<file path="config.mk">
export PLATFORM = sky130hd
export DESIGN_NAME = fifo_page_replacement_core
export DESIGN_NICKNAME = d
export VERILOG_FILES = /design/src/hdl/fpr_pkg.sv /design/src/hdl/fpr_ctrl.sv /design/src/hdl/fpr_datapath.sv /design/src/hdl/fifo_page_replacement_core.sv
export SDC_FILE = /design/constraint.sdc
export NUM_CORES = 1
export LEC_CHECK = 0
export ABC_AREA = 1
export BUFFER_PORTS_ARGS = -buffer_cell sky130_fd_sc_hd__buf_2
export CAP_MARGIN = 20
export CORE_AREA = 2 2 78 137
export DETAILED_ROUTE_END_ITERATION = 6
export DIE_AREA = 0 0 80 139
export PLACE_DENSITY_LB_ADDON = 0.08
export SYNTH_ARGS = -nofsm -noshare
export SYNTH_HDL_FRONTEND = slang
export SYNTH_SLANG_ARGS = --single-unit
</file>
<file path="constraint.sdc">
create_clock -name clk -period 6.4 [get_ports clk]
set_input_delay 0.32 -clock clk [delete_from_list [all_inputs] [get_ports clk]]
set_output_delay 0.32 -clock clk [all_outputs]
set_load 0.1 [all_outputs]
</file>
<file path="src/hdl/fpr_pkg.sv">
package fpr_pkg;

  // Table geometry
  localparam int FRAMES    = 4;
  localparam int PAGE_BITS = 16;
  localparam int FRAME_W   = (FRAMES > 1) ? $clog2(FRAMES) : 1;
  localparam int CNT_W     = $clog2(FRAMES + 1);

  // Port field widths
  localparam int CFG_W      = 3;
  localparam int IN_PAGE_W  = 16;
  localparam int OUT_PAGE_W = 16;
  localparam int OUT_IDX_W  = 2;

  // Value of frames_in_use after reset
  localparam logic [CFG_W-1:0] FRAMES_IN_USE_RST = CFG_W'(4);

  typedef enum logic [0:0] {
    ST_IDLE,
    ST_EXEC
  } fpr_state_t;

  // Commands from controller to datapath
  typedef struct packed {
    logic load;
    logic exec;
  } fpr_cmd_t;

endpackage

</file>
<file path="src/hdl/fpr_ctrl.sv">
module fpr_ctrl (
  input  logic              clk,
  input  logic              rst_n,
  input  logic              start,
  output logic              busy,
  output fpr_pkg::fpr_cmd_t cmd
);

  fpr_pkg::fpr_state_t state_r, state_nxt;

  // State register
  always_ff @(posedge clk) begin
    if (!rst_n) begin
      state_r <= fpr_pkg::ST_IDLE;
    end else begin
      state_r <= state_nxt;
    end
  end

  // Next state
  always_comb begin
    state_nxt = state_r;
    case (state_r)
      fpr_pkg::ST_IDLE: begin
        if (start) state_nxt = fpr_pkg::ST_EXEC;
      end
      fpr_pkg::ST_EXEC: begin
        state_nxt = fpr_pkg::ST_IDLE;
      end
      default: begin
        state_nxt = fpr_pkg::ST_IDLE;
      end
    endcase
  end

  // Outputs
  always_comb begin
    busy     = 1'b0;
    cmd.load = 1'b0;
    cmd.exec = 1'b0;
    case (state_r)
      fpr_pkg::ST_IDLE: begin
        cmd.load = start;
      end
      fpr_pkg::ST_EXEC: begin
        busy     = 1'b1;
        cmd.exec = 1'b1;
      end
      default: begin
        busy = 1'b0;
      end
    endcase
  end

  // An accepted item is processed in the following cycle
  a_load_exec: assert property (@(posedge clk) disable iff (!rst_n)
    cmd.load |=> cmd.exec)
    else $error("accepted item not executed");

  // Never two lookups back to back
  a_exec_single: assert property (@(posedge clk) disable iff (!rst_n)
    cmd.exec |=> !cmd.exec)
    else $error("exec held for two cycles");

endmodule

</file>
<file path="src/hdl/fpr_datapath.sv">
module fpr_datapath (
  input  logic                               clk,
  input  logic                               rst_n,
  input  fpr_pkg::fpr_cmd_t                  cmd,
  input  logic [fpr_pkg::IN_PAGE_W-1:0]      in_page_number,
  input  logic                               cfg_we,
  input  logic [fpr_pkg::CFG_W-1:0]          cfg_data,
  output logic                               out_valid,
  output logic                               out_hit,
  output logic [fpr_pkg::OUT_IDX_W-1:0]      out_frame_index,
  output logic                               out_evicted_valid,
  output logic [fpr_pkg::OUT_PAGE_W-1:0]     out_evicted_page
);

  localparam int FRAMES  = fpr_pkg::FRAMES;
  localparam int FRAME_W = fpr_pkg::FRAME_W;
  localparam int CNT_W   = fpr_pkg::CNT_W;
  localparam int PB      = fpr_pkg::PAGE_BITS;

  logic [PB-1:0]                   page_r;
  logic [fpr_pkg::CFG_W-1:0]       frames_in_use_r;
  logic [PB-1:0]                   frame_page_r [FRAMES];
  logic [FRAMES-1:0]               frame_valid_r;
  logic [FRAME_W-1:0]              vptr_r, vptr_nxt;

  logic                            out_valid_r;
  logic                            out_hit_r;
  logic [fpr_pkg::OUT_IDX_W-1:0]   out_idx_r;
  logic                            out_ev_valid_r;
  logic [fpr_pkg::OUT_PAGE_W-1:0]  out_ev_page_r;

  logic [CNT_W-1:0]                n_act;
  logic                            hit_found, empty_found;
  logic [FRAME_W-1:0]              hit_slot, empty_slot, victim, slot;
  logic [CNT_W-1:0]                victim_inc;
  logic [PB-1:0]                   ev_page;

  // Active frame count: zero acts as one, saturate at the built count
  always_comb begin
    if (frames_in_use_r == '0) begin
      n_act = CNT_W'(1);
    end else if (int'(frames_in_use_r) > FRAMES) begin
      n_act = CNT_W'(FRAMES);
    end else begin
      n_act = CNT_W'(frames_in_use_r);
    end
  end

  // Parallel tag compare and empty search, lowest frame wins
  always_comb begin
    hit_found   = 1'b0;
    hit_slot    = '0;
    empty_found = 1'b0;
    empty_slot  = '0;
    for (int i = FRAMES - 1; i >= 0; i--) begin
      if (i < int'(n_act)) begin
        if (frame_valid_r[i] && frame_page_r[i] == page_r) begin
          hit_found = 1'b1;
          hit_slot  = FRAME_W'(i);
        end
        if (!frame_valid_r[i]) begin
          empty_found = 1'b1;
          empty_slot  = FRAME_W'(i);
        end
      end
    end
  end

  // Round-robin victim and its successor
  always_comb begin
    victim     = (CNT_W'(vptr_r) < n_act) ? vptr_r : '0;
    victim_inc = CNT_W'(victim) + CNT_W'(1);
    vptr_nxt   = (victim_inc >= n_act) ? '0 : FRAME_W'(victim_inc);
    ev_page    = frame_page_r[victim];
    if (hit_found) begin
      slot = hit_slot;
    end else if (empty_found) begin
      slot = empty_slot;
    end else begin
      slot = victim;
    end
  end

  // Control state: config, valid bits, pointer, strobe
  always_ff @(posedge clk) begin
    if (!rst_n) begin
      frames_in_use_r <= fpr_pkg::FRAMES_IN_USE_RST;
      frame_valid_r   <= '0;
      vptr_r          <= '0;
      out_valid_r     <= 1'b0;
    end else begin
      out_valid_r <= cmd.exec;
      if (cfg_we) frames_in_use_r <= cfg_data;
      if (cmd.exec && !hit_found) begin
        frame_valid_r[slot] <= 1'b1;
        if (!empty_found) vptr_r <= vptr_nxt;
      end
    end
  end

  // Payload: latched page, frame table, result fields
  always_ff @(posedge clk) begin
    if (cmd.load) page_r <= PB'(in_page_number);
    if (cmd.exec) begin
      if (!hit_found) frame_page_r[slot] <= page_r;
      out_hit_r      <= hit_found;
      out_idx_r      <= fpr_pkg::OUT_IDX_W'(slot);
      out_ev_valid_r <= !hit_found && !empty_found;
      out_ev_page_r  <= (!hit_found && !empty_found) ?
                        fpr_pkg::OUT_PAGE_W'(ev_page) : '0;
    end
  end

  assign out_valid         = out_valid_r;
  assign out_hit           = out_hit_r;
  assign out_frame_index   = out_idx_r;
  assign out_evicted_valid = out_ev_valid_r;
  assign out_evicted_page  = out_ev_page_r;

  // Every lookup yields exactly one result strobe next cycle
  a_exec_result: assert property (@(posedge clk) disable iff (!rst_n)
    cmd.exec |=> out_valid)
    else $error("lookup produced no result");

  // A hit never evicts
  a_hit_no_evict: assert property (@(posedge clk) disable iff (!rst_n)
    out_valid && out_hit |-> !out_evicted_valid)
    else $error("eviction reported on hit");

  // After a miss the chosen frame is valid
  a_fill_valid: assert property (@(posedge clk) disable iff (!rst_n)
    cmd.exec && !hit_found |=> frame_valid_r[$past(slot)])
    else $error("filled frame not marked valid");

  // Victim pointer stays within the built table
  a_vptr_range: assert property (@(posedge clk) disable iff (!rst_n)
    int'(vptr_r) < FRAMES)
    else $error("victim pointer out of range");

endmodule

</file>
<file path="src/hdl/fifo_page_replacement_core.sv">
// FIFO page replacement core: four-frame fully associative table.
// The result strobe follows the start cycle: the page is latched, then the lookup/update result is registered.
// Start is ignored while busy; busy is high during the lookup cycle.
// The result strobe lasts one cycle; the receiver cannot stall it.
// Synchronous active-low reset empties all frames, clears the victim pointer
// and sets frames_in_use to 4; no clearing pass is needed.
module fifo_page_replacement_core (
  input  logic                               clk,
  input  logic                               rst_n,
  input  logic                               start,
  output logic                               busy,
  input  logic [fpr_pkg::IN_PAGE_W-1:0]      in_page_number,
  output logic                               out_valid,
  output logic                               out_hit,
  output logic [fpr_pkg::OUT_IDX_W-1:0]      out_frame_index,
  output logic                               out_evicted_valid,
  output logic [fpr_pkg::OUT_PAGE_W-1:0]     out_evicted_page,
  input  logic                               cfg_valid,
  output logic                               cfg_ready,
  input  logic [fpr_pkg::CFG_W-1:0]          cfg_frames_in_use
);

  fpr_pkg::fpr_cmd_t cmd;

  // Register port is always open
  assign cfg_ready = 1'b1;

  fpr_ctrl u_ctrl (
    .clk   (clk),
    .rst_n (rst_n),
    .start (start),
    .busy  (busy),
    .cmd   (cmd)
  );

  fpr_datapath u_dp (
    .clk               (clk),
    .rst_n             (rst_n),
    .cmd               (cmd),
    .in_page_number    (in_page_number),
    .cfg_we            (cfg_valid && cfg_ready),
    .cfg_data          (cfg_frames_in_use),
    .out_valid         (out_valid),
    .out_hit           (out_hit),
    .out_frame_index   (out_frame_index),
    .out_evicted_valid (out_evicted_valid),
    .out_evicted_page  (out_evicted_page)
  );

endmodule
</file>
==> Word-level counts from Yosys, hierarchy flattened <==
Memories as Yosys holds them, arrays and structs flattened. A register that Yosys moved wholly into a read port is not among the register bits.
Index checks and enable logic that the tools add are counted.
W data, S select, Z words.
{ "classes": {"addsub": 1, "order_cmp": 9, "n_eq_ne": 4, "muxes": 47, "n_bitwise": 3, "reduce_logical": 12} }
{ "op_table": {"columns": ["operator", "count"], "rows": [
  ["$eq A16 B16 Y1", 4],
  ["$mux W2", 20],
  ["$mux W1", 23],
  ["$logic_and A1 B1 Y1", 7],
  ["$lt A1 B3 Y1 const A", 2],
  ["$lt A2 B3 Y1 const A", 2],
  ["$mux W3", 2],
  ["$or A4 B4 Y4", 1],
  ["$add A2 B1 Y3 const B", 1],
  ["$ge A3 B3 Y1", 1],
  ["$gt A3 B3 Y1 const B", 1],
  ["$logic_not A1 Y1", 3],
  ["$logic_not A3 Y1", 1],
  ["$lt A2 B3 Y1", 1],
  ["$lt A2 B3 Y1 const B", 1],
  ["$demux W1 S2", 1],
  ["$ge A2 B1 Y1 const B", 1],
  ["$not A1 Y1", 2],
  ["$pmux W1 S2", 1],
  ["$reduce_and A2 Y1", 1]
]} }
{ "word_totals": {"reg_bits": 31, "ramBits": 64, "in_bits": 23, "output_inout_bits": 23, "elab_cells": 86, "memories": 1} }
{ "memory_table": {"columns": ["memory", "depth", "width", "read_ports", "rd_ports_with_merged_regs", "wr", "line_no", "text"], "rows": [
  ["u_dp.frame_page_r", 4, 16, 5, 1, 1, "fpr_datapath.sv:22", "logic [PB-1:0] frame_page_r [FRAMES];"]
]} }

==> Depth between registers and ports, before layout <==
Gate-level depths: netlist (run 1).
{ "logic_depth": {"word_depth": 18, "depth_mapped": 16, "ltp_nobuf": 15} }

==> Hierarchy <==
Synthesis (run 1) repeated with hierarchy kept, for this count alone.
{ "unflattened": {"hier_cells": 651, "hier_area_um2": 5885.6} }
{ "modules_own_cells": {"columns": ["module", "n_inst", "cells_per_inst", "area_each_um2", "seq_area_each_um2"], "rows": [
  ["fpr_datapath", 1, 641, 5815.6, 3203.1],
  ["fpr_ctrl", 1, 8, 58.8, 20.0],
  ["fifo_page_replacement_core", 1, 2, 11.3, 0.0]
]} }

==> Least setup slack after synthesis (run 1) <==
Ideal clock, no wire load.
{ "synth_timing": {"kind": "register to register", "startpoint": "register u_ctrl.state_r", "endpoint": "memory u_dp.frame_page_r[0][0] (netlist name), enable pin", "setup_time_ps": 364, "arrival_time_ps": 2376, "required_time_ps": 6036, "path_slack_ps": 3660, "path_stages_with_launch": 5, "path_buffers": 0, "period_less_slack_ps": 2740, "path_cell_list": "dfxtp_1 -> nand3_2 -> a21oi_1 -> nand2_1 -> inv_1"} }
{ "synth_via": {"elab_chain_len": 3} }
{ "synth_lines": {"columns": ["item", "line_no", "text"], "rows": [
  ["from (decl)", "fpr_ctrl.sv:9", "fpr_pkg::fpr_state_t state_r, state_nxt;"],
  ["from (signal assigned)", "fpr_ctrl.sv:14", "state_r <= fpr_pkg::ST_IDLE;"],
  ["from (signal assigned)", "fpr_ctrl.sv:16", "state_r <= state_nxt;"],
  ["$mux W1", "fpr_ctrl.sv:41", "case (state_r)"],
  ["$mux W1", "fpr_datapath.sv:104", "if (cmd.exec) begin"],
  ["$mux W1 (not written as such)", "fpr_datapath.sv:105", "if (!hit_found) frame_page_r[slot] <= page_r;"],
  ["to (decl)", "fpr_datapath.sv:22", null]
]} }
No other way between the ends.

==> Final worst setup path (run 1) <==
{ "layout_timing": {"startpoint": "register u_dp.frames_in_use_r[2] (netlist name)", "endpoint": "memory u_dp.frame_page_r[3][11] (netlist name), enable pin"} }
{ "layout_via": {"elab_chain_len": 14, "word_cells_on_any_way": 43, "cone_classes": "6 x order compare; 36 x mux; 1 x reduce/logical"} }
{ "layout_lines": {"columns": ["item", "line_no", "text"], "rows": [
  ["from (decl)", "fpr_datapath.sv:21", "logic [fpr_pkg::CFG_W-1:0] frames_in_use_r;"],
  ["from (signal assigned)", "fpr_datapath.sv:87", "frames_in_use_r <= fpr_pkg::FRAMES_IN_USE_RST;"],
  ["from (signal assigned)", "fpr_datapath.sv:93", "if (cfg_we) frames_in_use_r <= cfg_data;"],
  ["$gt A3 B3 Y1", "fpr_datapath.sv:42", "end else if (int'(frames_in_use_r) > FRAMES) begin"],
  ["$mux W3", "fpr_datapath.sv:42", null],
  ["$mux W3 *", "fpr_datapath.sv:40", "if (frames_in_use_r == '0) begin"],
  ["$lt A2 B3 Y1", "fpr_datapath.sv:56", "if (i < int'(n_act)) begin"],
  ["$mux W1", "fpr_datapath.sv:56", null],
  ["$mux W1", "fpr_datapath.sv:57", "if (frame_valid_r[i] && frame_page_r[i] == page_r) begin"],
  ["$mux W1", "fpr_datapath.sv:56", null],
  ["$mux W1", "fpr_datapath.sv:57", null],
  ["$mux W1", "fpr_datapath.sv:56", null],
  ["$mux W1", "fpr_datapath.sv:57", null],
  ["$mux W1", "fpr_datapath.sv:56", null],
  ["$mux W1", "fpr_datapath.sv:105", null],
  ["$mux W1", "fpr_datapath.sv:104", null],
  ["$mux W1 (not written as such)", "fpr_datapath.sv:105", null]
]} }
Mark *: on every way between the ends. The rest lies on a longest branch, timed or not.

==> out/qor.csv, run 1 <==
metric,value,unit
Core Box Area,10100,um^2
RSZ-0062 raised after global routing,false,
Critical R2R Launch,u_dp.frames_in_use_r[2],
GRT overflow,0,
Reg power frac,53.5,%
maximum vdd ir drop,0.000179,V
number of synthesized flops with an enable pin,100,
register area share after synthesis,54.6,%
layout cells sized above 1,16.5,%
Sw Ratio,26.6,%
most common cell in the netlist,nand2_1,
Clock Latency Late Sink,0.36,ns
Placement Setup Slack,2.78,ns
clock buffer depth,2,
final core utilization,65.1,%
setup TNS,0,ns
Reg2Reg Depth,12,
H-tree depth,3,
register-to-register setup slack,2.80,ns
prevailing post-synth register cell,edfxtp_1,
PwrDens,241,nW/um^2
first drt pass iteration count,5,
top post-synthesis cells by area,"edfxtp_1 (51%), nand2_1 (13%), inv_1 (5.0%)",
leak pwr,2.84,nW
Comb pwr share,9.6,%
post-route clock period utilization,56.3,%
CTS hold repair buffers,0,
Clock Tree Root,clkbuf_16,
Residual DRC,0,
syn nets,705,
total clock sinks,111,
post-detail-place hpwl,14100,um
Synth Warn #,0,
status,"complete, no violations",
Worst Setup End Kind,flip-flop,
WL/cell,21.6,um
Initial Util,58.7,%
first-pass GRT wire length,27700,um
Die ar.,11100,um^2
clock skew,0.00836,ns
Internal Power,1.16,mW
fin crit period,3.60,ns
routability cong.,1.01,
Setup Crit Path Kind,flip-flop to flip-flop,
dominant cell type by area after synthesis,edfxtp_1,
Worst R2R End,u_dp.frame_page_r[3][11],
final hold vios,0,
CTS Buf Count,9,
area of the mapped netlist,5900,um^2
number of I/O port buffers,44,
Inserted Diodes,0,
CTS tree,yes,
Layout area overhead,11.0,%
drt total wl,18500,um
Placed Area,6230,um^2
Synth top area share,50.9,%
Pwr Total,1.58,mW
crit-path max FO,37,
Hold EP,u_dp.page_r[0],
pin count of the biggest net entering global routing,38,
#FFs+latches synth,111,
hold path start,in_page_number[0],
maximum clock frequency,278,MHz
Synth async-reset ratio,0,%
Final setup viols,0,
Nets,750,
Routed Antenna Nets,0,
post-CTS sizing,0,
max-cap violation count,0,
Sw Pwr,0.420,mW
final worst slack,2.80,ns
worst endpoint required time,6.39,ns
clock network power share,36.9,%
actual slew at the worst max-slew pin,0.731,ns
hold depth,1,
Total GRT Usage,34.7,%
post-CTS setup buffer count,0,
Crit path arrival time,3.59,ns
number of placement rows,49,
initial DRC count,454,
clock slew seen by the registers of the worst setup and hold paths,0.08,ns
design area,6550,um^2
Final Max Tran Viols,0,
Fill cells,865,
initial antenna violation count,0,
DR vias,5006,
vias per cell,5.85,
vias in the first global route,4953,
Die W,80,um
Rel. slew slack,51.2,%
IO Pins,46,
Synth cell types,38,
crit start category,flip-flop,
Post-Syn Area per Cell,8.69,um^2
commonest cells in the netlist,"nand2_1 (201), edfxtp_1 (100), inv_1 (78)",
Die H,139,um
Hold Path Class,input pin to flip-flop,
Synth Instances,679,
==> per-layer routing <==
metal	share of wire [%]	routed length, um	vias to the layer above	GRT usage, %
met2	51	9420	258	57.9
met5	0	0	-	0
met4	8.2	1510	0	25.3
met3	6.4	1180	86	6.58
li1	-	-	2333	-
met1	35	6380	2329	38.3
==> cell type report <==
| class | count | area (um^2) | share of cell area (%) |
|---|---|---|---|
| flip-flops and latches | 111 | 3220 | 49.2 |
| multi-input cells | 455 | 2230 | 34.1 |
| inverters | 100 | 378 | 5.77 |
| repair buffers | 47 | 250 | 3.82 |
| clock buffers | 9 | 225 | 3.44 |
| well taps | 127 | 159 | 2.43 |
| clock inverters | 6 | 81.3 | 1.24 |
==> placed cells by master (no fill, tap or decap), types with 2 or more instances in the layout <==
| cell | netlist | routed |
|---|---|---|
| buf_2 | 5 | 44 |
| nand3_2 | 4 | 4 |
| o211ai_1 | 14 | 14 |
| nor2_4 | 6 | 6 |
| nand4_1 | 15 | 15 |
| nor2_1 | 71 | 71 |
| ha_1 | 3 | 3 |
| nand2_4 | 2 | 2 |
| inv_1 | 78 | 78 |
| o22ai_1 | 6 | 6 |
| a21oi_1 | 25 | 25 |
| nor2_2 | 4 | 4 |
| o21ai_0 | 34 | 34 |
| nand2_1 | 201 | 201 |
| edfxtp_1 | 100 | 100 |
| nand2_2 | 7 | 7 |
| inv_6 | 0 | 2 |
| a21oi_2 | 9 | 9 |
| o21ai_2 | 2 | 2 |
| nor3_1 | 7 | 7 |
| o21ai_1 | 6 | 6 |
| dfxtp_1 | 11 | 11 |
| nand3b_1 | 2 | 2 |
| nand3_1 | 18 | 18 |
| xnor2_1 | 10 | 10 |
| clkbuf_16 | 0 | 9 |
| buf_4 | 1 | 2 |
| nor4_1 | 2 | 2 |
| inv_2 | 20 | 20 |
| clkinv_4 | 0 | 2 |
==> through the flow <==
stage                     hold WS [ns]  cells
after global routing             0.127    855
after global placement           0.476    839
final                            0.133    855
after floorplan                  0.418    679
after CTS                        0.132    854
after detailed placement         0.491    839
==> critical path, stage by stage, from the launching register on <==
cell,delay [ns]
dfxtp_1,0.45
inv_2,0.11
o21ai_0,0.26
ha_1,0.28
nand3_1,0.12
nand3_2,0.55
inv_2,0.49
o21ai_2,0.09
nand3_2,0.09
nand2_2,0.09
nor2_4,0.10
nand2_2,0.07
inv_1,0.53
==> how the worst max path moves through the flow <==
| stage | to | slack [ns] | start |
|---|---|---|---|
| 2_1_floorplan | u_dp.frame_page_r[0][0] | 3.66 | u_ctrl.state_r |
| 3_3_place_gp | u_dp.frame_page_r[3][0] | 2.87 | u_dp.frames_in_use_r[2] |
| 3_5_place_dp | u_dp.frame_page_r[3][0] | 2.78 | u_dp.frames_in_use_r[2] |
| 4_1_cts | u_dp.frame_page_r[3][7] | 2.77 | u_dp.frames_in_use_r[2] |
| 5_1_grt | u_dp.frame_page_r[3][7] | 2.54 | u_dp.frames_in_use_r[2] |
| 6_report | u_dp.frame_page_r[3][11] | 2.80 | u_dp.frames_in_use_r[2] |
==> flip-flops by register name (all words and copies together) (netlist names) <==
name and cells:
u_dp.out_evicted_valid 1, u_dp.out_frame_index 2, u_dp.frames_in_use_r 3, u_ctrl.state_r 1, u_dp.out_valid 1, u_dp.frame_page_r 64
u_dp.page_r 16, u_dp.frame_valid_r 4, u_dp.vptr_r 2, u_dp.out_hit 1, u_dp.out_evicted_page 16
==> power by group through the flow <==
stage	clock, mW	combinational (mW)	sequential (mW)
2_1_floorplan	0	0.0771	0.877
3_3_place_gp	0	0.147	0.859
3_5_place_dp	0	0.149	0.860
4_1_cts	0.581	0.149	0.844
5_1_grt	0.611	0.162	0.847
6_report	0.583	0.151	0.845
==> logic make-up (layout without fill, tap and decap cells) <==
kind of cell,after synthesis,after routing,share of synthesized area [%]
buffers and inverters,113,162,7.53
adders and majority gates,3,3,0.636
AOI/OAI and AO/OA,99,99,10.2
DFF,111,111,54.6
and+or+nand+nor,341,341,25.3
other,1,1,0.0636
xor gates and xnor gates,11,11,1.63
No activity file was read; power rests on OpenSTA's default activity.
==> run 2: changes to the inputs <==
- CORE_AREA: 2 2 78 137 -> 2 2 83 144
- DIE_AREA: 0 0 80 139 -> 0 0 85 146
- clock period: 6.4 -> 3.16 ns (I/O delays scaled with it)
==> run 2 against run 1 <==
Clock skew about the same. Total power rose by 99%. Sequential share of layout area is 1.4 points lower. Critical path depth unchanged. Die area increased by 12%. Hold slack got worse by 0.11 ns. Fmax up 30%. Via count barely moved. Combinational power is 120% higher. Largest cell class unchanged. Largest power group unchanged. Highest routed layer unchanged.
==> out/qor.csv, run 2 (synthesized netlist as in run 1, its figures left out) <==
metric,value,unit
Worst R2R End,u_dp.frame_page_r[3][10],
routability cong.,1.04,
DR vias,5008,
Die W,85,um
cell chain of the critical path,"xnor2_1, nand2_1, nor3_1, nand2_1, nor2_1, nor2_4, nand4_4, nand2_4, inv_2, nand2_2, inv_1, buf_4",
hold depth,3,
RSZ-0062 raised after global routing,false,
critical path's top delay family,simple AND/OR/NAND/NOR gates,
post-CTS sizing,0,
Critical R2R Launch,u_dp.page_r[6],
Worst Setup End Kind,flip-flop,
"commonest non-fill, non-tap cell in the layout",nand2_1,
Buffers & Inverters on Critical Path,3,
maximum clock frequency,362,MHz
Nets,772,
CTS hold repair buffers,15,
post-detail-place hpwl,14000,um
Hold EP,u_dp.frames_in_use_r[2],
setup TNS,0,ns
clock buffer depth,2,
status,"complete, no violations",
Placement Setup Slack,0.425,ns
Die ar.,12400,um^2
maximum vdd ir drop,0.000450,V
total clock sinks,111,
Setup Crit Path Kind,flip-flop to flip-flop,
layout cells sized above 1,16.8,%
PwrDens,465,nW/um^2
crit-path max cell delay,0.60,ns
Routed Antenna Nets,0,
post-CTS setup buffer count,0,
crit-path max FO,16,
Reg2Reg Depth,12,
hold path start,cfg_frames_in_use[2],
Clock Tree Root,clkbuf_16,
worst endpoint required time,3.19,ns
Inserted Diodes,0,
Final Max Tran Viols,0,
Critical Path Most Common Cell,nand2_1,
Die H,146,um
drt total wl,18500,um
Largest Register,u_dp.frame_page_r,
pin count of the biggest net entering global routing,37,
CTS tree,yes,
max reg flops,64,
max-cap violation count,0,
initial antenna violation count,0,
final worst slack,0.394,ns
Fill cells,998,
CTS Buf Count,9,
Hold Path Class,input pin to flip-flop,
Residual DRC,0,
initial DRC count,413,
crit start category,flip-flop,
vias per cell,5.67,
fin crit period,2.77,ns
Layout area overhead,14.2,%
final hold vios,0,
leak pwr,2.93,nW
post-route clock period utilization,87.5,%
clock skew,0.00827,ns
first drt pass iteration count,5,
first-pass GRT wire length,27400,um
register-to-register setup slack,0.39,ns
Initial Util,52.8,%
most frequent cells in the layout,"nand2_1 (201), edfxtp_1 (100), inv_1 (78)",
Final setup viols,0,
multi-input combinational cell area,2230,um^2
Crit path arrival time,2.80,ns
Total GRT Usage,30.1,%
number of I/O port buffers,44,
H-tree depth,3,
vias in the first global route,4892,
Clock Latency Late Sink,0.35,ns
IO Pins,46,
slowest CP cell,edfxtp_1,
number of placement rows,51,
register area,3220,um^2
Core Box Area,11200,um^2
clock slew seen by the registers of the worst setup and hold paths,0.08,ns
GRT overflow,0,
WL/cell,21.0,um
## run 2: changes by cell type in the layout (fill, tap and decap cells not counted), sizes merged
cell         change
buf              +6
dlygate4sd3     +16
bufinv           -1
inv              +2
clkinvlp         +1
clkinv           -1
## run 2: final cells by class
| class | instances | area share [%] |
|---|---|---|
| multi-input combinational | 455 | 33.1 |
| clock inverter | 7 | 0.799 |
| tap | 132 | 2.45 |
| clock buffer | 9 | 3.34 |
| sequential | 111 | 47.8 |
| timing repair buffer | 69 | 6.83 |
| inverter | 100 | 5.61 |
## run 2: worst max-delay path by stage
| stage | start | end | slack, ns | depth (start not counted) |
|---|---|---|---|---|
| after CTS | u_dp.frames_in_use_r[2] | u_dp.vptr_r[0] | 0.41 | 14 |
| final | u_dp.page_r[6] | u_dp.frame_page_r[3][10] | 0.39 | 12 |
| after floorplan | u_ctrl.state_r | u_dp.frame_page_r[0][0] | 0.42 | 4 |
| after detailed placement | u_dp.frames_in_use_r[2] | u_dp.vptr_r[0] | 0.43 | 14 |
| after global routing | u_dp.frames_in_use_r[2] | u_dp.vptr_r[1] | 0.09 | 12 |
| after global placement | u_dp.page_r[6] | u_dp.frame_page_r[0][7] | 0.44 | 8 |
## run 2: per-layer routing
layer / wire length [um] / GRT usage, %
met4: 1160 / 16.3
met1: 6840 / 34.2
met3: 900 / 4.59
met5: 0 / 0
met2: 9630 / 53.0
## run 2: worst min-delay path, delay by kind of cell
kind | cells | cell delay (ns)
buffers and inverters | 1 | 0.08
AO/OA/AOI/OAI | 2 | 0.11
## run 2: where the power goes
group | total (mW) | switching [mW] | internal, mW
clock | 1.11 | 0.560 | 0.546
sequential | 1.69 | 0.0517 | 1.64
combinational | 0.332 | 0.241 | 0.0910
total | 3.13 | 0.853 | 2.28
## run 2: metrics by stage
stage	cell area [um^2]	utilization (%)	instances	hold slack [ns]	power (mW)
floorplan	5900	-	679	0.256	1.93
global placement	6300	56.4	851	0.334	2.04
detailed placement	6300	56.4	851	0.336	2.04
CTS	6730	60.2	882	0.000728	3.13
global route	6740	60.3	883	0.0403	3.21
finish	6740	60.3	883	0.0252	3.13
